[src/rtl/mts_pkg.sv]
// package for the min tracking stack
// beat payload structs, command and status structs, codes and controller states
package mts_pkg;

  localparam int unsigned DataWidth  = 32;
  localparam int unsigned LevelWidth = 11;

  typedef enum logic {
    REQ_PUSH = 1'b0,
    REQ_POP  = 1'b1
  } req_e;

  typedef enum logic [1:0] {
    STATUS_OK        = 2'd0,
    STATUS_UNDERFLOW = 2'd1,
    STATUS_OVERFLOW  = 2'd2
  } status_e;

  typedef enum logic [1:0] {
    S_IDLE,
    S_LOAD,
    S_RESP
  } ctrl_state_e;

  typedef struct packed {
    req_e                        req_type;
    logic signed [DataWidth-1:0] push_value;
  } mts_req_t;

  typedef struct packed {
    logic signed [DataWidth-1:0] top_value;
    logic signed [DataWidth-1:0] min_value;
    logic [LevelWidth-1:0]       fill_level;
    logic                        is_empty;
    status_e                     status;
  } mts_rsp_t;

  typedef struct packed {
    logic    push;
    logic    pop;
    logic    load_top;
    logic    out_load;
    status_e status;
  } dp_cmd_t;

  typedef struct packed {
    logic empty;
    logic full;
    logic deep;
    logic out_free;
  } dp_status_t;

endpackage

[src/rtl/mts_ctrl.sv]
// controller state machine for the min tracking stack
// depends on mts_pkg; drives dp_cmd_t to mts_datapath
module mts_ctrl import mts_pkg::*; (
  input  logic       clk_i,
  input  logic       rst_ni,
  input  logic       in_valid_i,
  output logic       in_stall_o,
  input  req_e       req_type_i,
  input  dp_status_t dp_status_i,
  output dp_cmd_t    dp_cmd_o
);

  ctrl_state_e state_q, state_d;
  status_e     status_q, status_d;
  logic        accept;

  assign accept = (state_q == S_IDLE) && in_valid_i;

  always_ff @(posedge clk_i or negedge rst_ni) begin
    if (!rst_ni) begin
      state_q  <= S_IDLE;
      status_q <= STATUS_OK;
    end else begin
      state_q  <= state_d;
      status_q <= status_d;
    end
  end

  // next state
  always_comb begin
    state_d = state_q;
    unique case (state_q)
      S_IDLE: begin
        if (accept) begin
          if (req_type_i == REQ_POP && !dp_status_i.empty && dp_status_i.deep) begin
            state_d = S_LOAD;
          end else begin
            state_d = S_RESP;
          end
        end
      end
      S_LOAD: begin
        state_d = S_RESP;
      end
      S_RESP: begin
        if (dp_status_i.out_free) begin
          state_d = S_IDLE;
        end
      end
      default: begin
        state_d = S_IDLE;
      end
    endcase
  end

  // outputs
  always_comb begin
    dp_cmd_o          = '0;
    dp_cmd_o.status   = status_q;
    status_d          = status_q;
    in_stall_o        = (state_q != S_IDLE);
    unique case (state_q)
      S_IDLE: begin
        if (accept) begin
          if (req_type_i == REQ_PUSH) begin
            if (dp_status_i.full) begin
              status_d = STATUS_OVERFLOW;
            end else begin
              status_d      = STATUS_OK;
              dp_cmd_o.push = 1'b1;
            end
          end else begin
            if (dp_status_i.empty) begin
              status_d = STATUS_UNDERFLOW;
            end else begin
              status_d     = STATUS_OK;
              dp_cmd_o.pop = 1'b1;
            end
          end
        end
      end
      S_LOAD: begin
        dp_cmd_o.load_top = 1'b1;
      end
      S_RESP: begin
        dp_cmd_o.out_load = dp_status_i.out_free;
      end
      default: begin
        dp_cmd_o = '0;
      end
    endcase
  end

endmodule

[config.mk]
export PLATFORM = sky130hd
export DESIGN_NAME = mts_ctrl
export DESIGN_NICKNAME = d
export VERILOG_FILES = /design/src/rtl/mts_pkg.sv /design/src/rtl/mts_ctrl.sv
export SDC_FILE = /design/constraint.sdc
export NUM_CORES = 1
export LEC_CHECK = 0
export ABC_AREA = 1
export ABC_CLOCK_PERIOD_IN_PS = 1200
export BUFFER_PORTS_ARGS = -buffer_cell sky130_fd_sc_hd__buf_2
export CORE_AREA = 2 2 39 41
export DETAILED_ROUTE_END_ITERATION = 10
export DIE_AREA = 0 0 41 43
export HOLD_SLACK_MARGIN = 0.05
export PLACE_DENSITY = 0.46
export SYNTH_ARGS = -nofsm -noshare
export SYNTH_HDL_FRONTEND = slang
export SYNTH_SLANG_ARGS = --single-unit
[constraint.sdc]
create_clock -name clk_i -period 1.2 [get_ports clk_i]
set_input_delay 0.24 -clock clk_i [delete_from_list [all_inputs] [get_ports clk_i]]
set_output_delay 0.24 -clock clk_i [all_outputs]
set_load 0.05 [all_outputs]
; ---- Word-level counts from Yosys, hierarchy flattened
; Index checks and enable logic that the tools add are counted.
[totals]
register_bits = 4
input_bits = 8
output_inout_bits = 7
word_cells = 31
[op_classes]
eq_ne = 4
muxes = 16
n_reduce_logical = 9
[op_table]
columns = operator, n
row1 = two-way mux 2 bit, 8
row2 = two-way mux 1 bit, 7
row3 = one-hot mux 2 bit (3 select lines), 1
row4 = "inequality test 2 bit, second input constant", 2
row5 = AND reduction 2 bit, 2
row6 = logical AND 1 bit, 3
row7 = OR reduction 3 bit, 1
row8 = "== test 2 x 1 -> 1 bit, second input constant", 1
row9 = "== test 2 bit, second input constant", 1
row10 = zero test 2 bit, 1
row11 = nonzero test 2 bit, 1
row12 = zero test 1 bit, 1

; ---- Depth between registers and ports, before layout
; Gate-level depths: netlist of the first run.
[depth]
word_depth = 6
depth_mapped = 5
mapped_depth_nobuf = 5

; ---- Worst setup path before layout of the first run
; Ideal clock, no wire load.
[synth_timing]
path_kind = reg-to-output
from = register state_q[0]
to = output port dp_cmd_o[0] (netlist bit)
t_arrival_ps = 1614
t_required_ps = 960
setup_slack_ps = -654
stages_incl_launch_ff = 2
n_path_buf = 0
cell_sequence = dfrtp_1 a21boi_0
[synth_rtl]
columns = item, line
row1 = from (decl), mts_ctrl.sv:13  ; ctrl_state_e state_q, state_d;
row2 = from (signal assigned), mts_ctrl.sv:24  ; state_q <= state_d;
row3 = to (decl), mts_ctrl.sv:10  ; output dp_cmd_t dp_cmd_o

==> results.json, run 1 <==
{
  "run_status": "finished with violations",
  "violations": "setup timing",
  "mostFrequentLayoutCell": "buf_4",
  "power.switching_mw": 0.297,
  "r2r_cells": 7,
  "hold_depth": 3,
  "pwr-share-clk": 0.243,
  "vias_per_cell": 4.10,
  "first_global_vias": 268,
  "fp.dieArea_sq_um": 1760,
  "first_pass_iters": 4,
  "fmax_mhz": 698,
  "n_fill_cell": 149,
  "irDropWorstVdd_mv": 0.586,
  "power.combinational.fraction": 0.527,
  "setup.worst_path.end_class": "output pin",
  "cts.clk_slew.worst_paths_ns": 0.04,
  "floorplan.die.width_um": 41,
  "portion_of_the_post_synthesis_area_used_by_sequential_elements": 0.377,
  "cp_top_family": "flip-flops",
  "synth.area.top_cells": "dfrtp_1, nand2_1, inv_1",
  "grt_setup_unrepaired": "yes",
  "clock_tree_from_tritoncts": "yes",
  "synthToLayoutAreaGrowth_pct": 120,
  "fraction_of_final_layout_cells_with_drive_strength_greater_than_1": 0.652,
  "totalWireLength_um": 703,
  "std_cell_rows": 14,
  "setup_ws_ns": -0.233,
  "route.detailed.wl_per_inst_um": 8.57,
  "crit_chain": "nor2_4, nand2_4, nor3_4, buf_6",
  "synth_fp_nets": 43,
  "number_of_nets_in_the_final_layout": 75,
  "finalCriticalPeriod_ns": 1.43,
  "holdCritStartpoint": "dp_status_i[2]",
  "cp.arrival_ns": 1.19,
  "netlist.top_cell.by_area": "dfrtp_1",
  "cp-start-kind": "register",
  "grt.met3_usage": 0.0628,
  "setup_tns_ns": -1.31,
  "finalClockSkew_ns": 0.0106,
  "grt_max_degree": 5,
  "floorplan.core_area_sq_um": 1380,
  "yosysUniqueCellTypes": 12,
  "critPathLaunch": "state_q[1]$_DFFE_PN0P_",
  "critical-path-max-stage-delay_ns": 0.42,
  "mostFrequentLayoutCells": "buf_4, nand2_1, buf_2, buf_6, inv_1",
  "proportion_of_power_drawn_by_flip_flops_and_latches": 0.230,
  "worst_pin_slew_ns": 0.170,
  "source_of_the_worst_register_to_register_timing_path": "state_q[1]$_DFFE_PN0P_",
  "global_route.overflow_total": 0,
  "grt_antenna_before_repair": 0,
  "finalSetupViolCount": 7,
  "crit_path_top_delay_cell": "dfrtp_1",
  "globalRouteTotalUtil": 0.0940,
  "yosysWarningCount": 0,
  "report.final.slew_viol_count": 0,
  "power.density_nw_per_um2": 1310,
  "grt_use_met1": 0.112,
  "ios": 15,
  "min_delay_worst_endpoint": "status_q[1]$_DFFE_PN0P_",
  "total_power_mw": 0.762,
  "reg2reg_slack_ns": 0.09,
  "syn-mean-instance-area_sq_um": 7.58,
  "final_hold_viol_count": 0,
  "antenna_cells_inserted": 0,
  "gr-max-usage-layer": "met2",
  "timing.hold.worst.class": "in2reg",
  "max_buffers_root_to_sink": 2,
  "critical_path.reg2reg.endpoint": "state_q[0]$_DFFE_PN0P_",
  "clock_sink_count": 4,
  "clk-insertion-delay-late_ns": 0.24,
  "syn-instance-count": 35,
  "cellInternalPower_mw": 0.465,
  "total_cts_buffers": 3,
  "gr_layer_usage_met2": 0.128,
  "drc_violations": 0,
  "detailedPlacementHpwl_um": 515,
  "synth-seq-cells": 4,
  "synth_top_area_share": 0.377,
  "gp_weighted_congestion": 0.738,
  "final_antenna_net_count": 0,
  "grt_pass1_wl_um": 1060,
  "power.static_leakage_nw": 0.319,
  "vias": 336,
  "path_max_fanout": 3,
  "crit_buf_inv": 1,
  "detail_route.iter0.violations": 4,
  "buffer_ports.inserted": 14,
  "finalCritPeriodShare": 1.19,
  "fp.dieH_um": 43,
  "cts_max_level": 1,
  "required_arrival_time_at_the_worst_endpoint_ns": 0.96,
  "initial_cell_density_of_the_core": 0.192,
  "clock_tree.root_cell": "clkbuf_4",
  "critical_path_class": "reg2out",
  "max_cap_viol_count": 0,
  "summed_instance_area_of_the_synthesized_netlist_sq_um": 265,
  "power.switching_fraction": 0.390,
  "slew_headroom": 0.887
}
[Yosys cell counts (all sizes together)]
cell type,count
nor2,5
a21boi,2
nand2,12
inv,7
nor3,3
dfrtp,4
nand4,2
[layout make-up]
| cell class | count | area, sq um | share of cell area |
|---|---|---|---|
| inverters | 7 | 26.3 | 0.0451 |
| clock buffers | 4 | 26.3 | 0.0451 |
| multi-input cells | 24 | 175 | 0.300 |
| flip-flops and latches | 4 | 101 | 0.174 |
| repair buffers | 27 | 234 | 0.401 |
| well taps | 16 | 20.0 | 0.0343 |
[power by group through the flow]
stage | Clock [mW] | Combinational (mW) | Sequential [mW]
finish | 0.185 | 0.402 | 0.175
detailed placement | 0 | 0.285 | 0.177
floorplan | 0 | 0.203 | 0.177
CTS | 0.195 | 0.362 | 0.175
global route | 0.209 | 0.426 | 0.178
global placement | 0 | 0.286 | 0.179
[worst max-delay path by stage]
stage / slack (ns) / to / cells past startpoint
after floorplan: -0.14 / dp_cmd_o[4] / 3
after global placement: -0.07 / dp_cmd_o[5] / 4
after detailed placement: -0.06 / dp_cmd_o[5] / 4
after CTS: -0.24 / dp_cmd_o[5] / 4
after global routing: -0.29 / dp_cmd_o[4] / 4
final: -0.23 / dp_cmd_o[4] / 4
[metal layers]
metal	vias to the layer above	part of all wire
met1	152	0.36
met4	0	0
met5	-	0
met3	0	0.083
li1	171	-
met2	13	0.55
[timing repair]
action	4_1_cts	5_1_grt
buffers inserted	5	4
pin swaps	1	2
endpoints found under the setup margin	7	7
hold buffers	1	0
hold endpoints to repair	4	0
gates cloned	0	0
gates resized for setup	16	3
[flip-flops by register name, indices dropped and copies added (netlist names)]
register  flops
status_q      2
state_q       2
[tightest hold or removal path: cells and delay by family]
family	cells	cell delay [ns]
buffers and inverters	1	0.12
and+or+nand+nor	2	0.13
[kinds of logic (layout without fill, tap and decap cells)]
kind of cell	Yosys count	in the layout	share of synthesized area
AO/OA/AOI/OAI	2	2	0.0566
buffers and inverters	7	38	0.0991
flip-flops	4	4	0.377
AND/OR/NAND/NOR	22	22	0.467
[metrics by stage]
step / std cells / cell area (sq um) / setup WS (ns) / hold slack (ns) / utilization
after floorplan: 35 / 298 / -0.145 / -0.0556 / -
final: 82 / 583 / -0.233 / 0.300 / 0.421
after CTS: 78 / 544 / -0.242 / 0.294 / 0.393
after global routing: 82 / 583 / -0.292 / 0.310 / 0.421
after global placement: 68 / 410 / -0.0686 / 0.0505 / 0.297
after detailed placement: 68 / 410 / -0.0616 / 0.0489 / 0.297
Power figures use the tool's default switching activity.
==> inputs of run 2 (changes only) <==
--- a/config.mk
+++ b/config.mk
@@ -9,6 +9,7 @@
 export ABC_CLOCK_PERIOD_IN_PS = 1200
 export BUFFER_PORTS_ARGS = -buffer_cell sky130_fd_sc_hd__buf_2
 export CORE_AREA = 2 2 39 41
+export CTS_BUF_LIST = sky130_fd_sc_hd__clkbuf_8
 export DETAILED_ROUTE_END_ITERATION = 10
 export DIE_AREA = 0 0 41 43
 export HOLD_SLACK_MARGIN = 0.05
==> run 2 against run 1 <==
Compared with the run above: the flow still finishes with violations (setup timing); global-route usage down 0.10 points; worst setup slack better by 0.026 ns; total power up 14%; core utilization up 1.4 points; critical path depth unchanged; clock skew down 0.0044 ns; sequential power about the same; cell area up 3.2%.
==> results.json, run 2 (synthesis gave the netlist of run 1 again) <==
{
  "critical-path-max-stage-delay_ns": 0.42,
  "final_hold_viol_count": 0,
  "first_pass_iters": 3,
  "wl_met3_um": 53,
  "timing.hold.worst.class": "in2reg",
  "detail_route.iter0.violations": 4,
  "std_cell_rows": 14,
  "finalClockSkew_ns": 0.00620,
  "holdCritStartpoint": "dp_status_i[2]",
  "layout_top_registers": "state_q: 2 flops, status_q: 2 flops",
  "clk-insertion-delay-late_ns": 0.22,
  "routedLengthMet1_um": 257,
  "reg2reg_slack_ns": 0.10,
  "global_route.overflow_total": 0,
  "cp.arrival_ns": 1.17,
  "r2r_cells": 7,
  "clock_tree_from_tritoncts": "yes",
  "floorplan.core_area_sq_um": 1380,
  "layoutNonFillerInstCount": 82,
  "routed.top_layer": "met3",
  "setup_ws_ns": -0.207,
  "initial_cell_density_of_the_core": 0.192,
  "number_of_nets_in_the_final_layout": 75,
  "cts.clk_slew.worst_paths_ns": 0.03,
  "antenna_cells_inserted": 0,
  "placed_cells_incl_taps": 68,
  "mostFrequentLayoutCell": "buf_4",
  "finalSetupViolCount": 7,
  "hold_depth": 3,
  "mostFrequentLayoutCells": "buf_4, nand2_1, buf_2, buf_6, inv_1",
  "slew_headroom": 0.887,
  "fp.dieArea_sq_um": 1760,
  "buffer_ports.inserted": 14,
  "finalCritPeriodShare": 1.17,
  "power.static_leakage_nw": 0.330,
  "grt_max_degree": 5,
  "floorplan.die.width_um": 41,
  "clock_sink_count": 4,
  "dpl-instance-area_sq_um": 410,
  "grt_antenna_before_repair": 0,
  "cts_max_level": 1,
  "first_global_vias": 265,
  "irDropWorstVdd_mv": 0.719,
  "critical_path.reg2reg.endpoint": "state_q[0]$_DFFE_PN0P_",
  "globalRouteTotalUtil": 0.0930,
  "cell_area_after_layout_sq_um": 602,
  "totalWireLength_um": 691,
  "total_cts_buffers": 3,
  "max_buffers_root_to_sink": 2,
  "grt_setup_unrepaired": "yes",
  "fmax_mhz": 711,
  "cp-start-kind": "register",
  "grt_pass1_wl_um": 1040,
  "dpl_worst_slack_ns": -0.0616,
  "max_cap_viol_count": 0,
  "vias_per_cell": 3.95,
  "clock_tree.root_cell": "clkbuf_8",
  "worst_pin_slew_ns": 0.170,
  "drc_violations": 0,
  "setup.worst_path.end_class": "output pin",
  "n_fill_cell": 145,
  "crit_buf_inv": 1,
  "crit_path_top_delay_cell": "dfrtp_1",
  "path_max_fanout": 3,
  "route.detailed.wl_per_inst_um": 8.43,
  "fp.dieH_um": 43,
  "synthToLayoutAreaGrowth_pct": 127,
  "fin_hold_ws_ns": 0.319,
  "min_delay_worst_endpoint": "status_q[1]$_DFFE_PN0P_",
  "ios": 15,
  "run_status": "finished with violations",
  "setup_tns_ns": -1.12,
  "gp_weighted_congestion": 0.738,
  "fraction_of_final_layout_cells_with_drive_strength_greater_than_1": 0.652,
  "length_of_routed_met2_wiring_um": 379,
  "vias": 324,
  "critical_path_class": "reg2out",
  "source_of_the_worst_register_to_register_timing_path": "state_q[1]$_DFFE_PN0P_",
  "cp_top_family": "flip-flops",
  "required_arrival_time_at_the_worst_endpoint_ns": 0.96,
  "detailedPlacementHpwl_um": 515,
  "crit_chain": "nor2_4, nand2_4, nor3_4, buf_6",
  "final_antenna_net_count": 0,
  "finalCriticalPeriod_ns": 1.41,
  "power.density_nw_per_um2": 1440,
  "violations": "setup timing",
  "report.final.slew_viol_count": 0
}
[run 2: cell count changes in the layout (fill, tap and decap cells not counted)]
cell	change
clkbuf_1	-1
inv_1	+1
clkbuf_4	-3
clkbuf_8	+3
[run 2: repair_timing]
action	in CTS	in global routing
endpoints found under the setup margin	7	7
pin swaps	1	2
buffers inserted	5	4
endpoints found under the hold margin	4	0
hold buffers	1	0
gates resized for setup	16	3
[run 2: worst register-to-register path, cell delays in order, from the launching register on]
cell and delay [ns]:
dfrtp_1 0.42, inv_2 0.14, nand2_4 0.06, buf_4 0.12, buf_4 0.12, nand2_1 0.06
inv_1 0.05, nor2_2 0.06
[run 2: where the power goes]
| part | internal, mW | switching (mW) |
|---|---|---|
| combinational | 0.184 | 0.218 |
| clock | 0.218 | 0.0706 |
| sequential | 0.157 | 0.0187 |
[run 2: how the worst max path moves through the flow]
stage                                 startpoint     endpoint  slack [ns]  depth (start not counted)
after floorplan           state_q[0]$_DFFE_PN0P_  dp_cmd_o[4]       -0.14                          3
after global placement    state_q[1]$_DFFE_PN0P_  dp_cmd_o[5]       -0.07                          4
after detailed placement  state_q[0]$_DFFE_PN0P_  dp_cmd_o[5]       -0.06                          4
after CTS                 state_q[1]$_DFFE_PN0P_  dp_cmd_o[5]       -0.21                          4
after global routing      state_q[1]$_DFFE_PN0P_  dp_cmd_o[4]       -0.26                          4
final                     state_q[1]$_DFFE_PN0P_  dp_cmd_o[4]       -0.21                          4
[run 2: metal layers]
layer,track usage,vias to the layer above
met5,0,-
met4,0.0400,0
met3,0.0628,0
met2,0.128,11
met1,0.109,143
li1,-,170
[run 2: area by class of cell]
class / instances / area (sq um) / share of cell area
clock buffers: 3 / 41.3 / 0.0686
clock inverters: 1 / 3.75 / 0.00624
inverters: 7 / 26.3 / 0.0437
multi-input cells: 24 / 175 / 0.291
flip-flops and latches: 4 / 101 / 0.168
well taps: 16 / 20.0 / 0.0333
repair buffers: 27 / 234 / 0.389
[run 2: through the flow]
step | util | total power [mW]
after CTS | 0.407 | 0.837
after global routing | 0.435 | 0.913
after detailed placement | 0.297 | 0.462
after floorplan | - | 0.380
after global placement | 0.297 | 0.465
final | 0.435 | 0.865
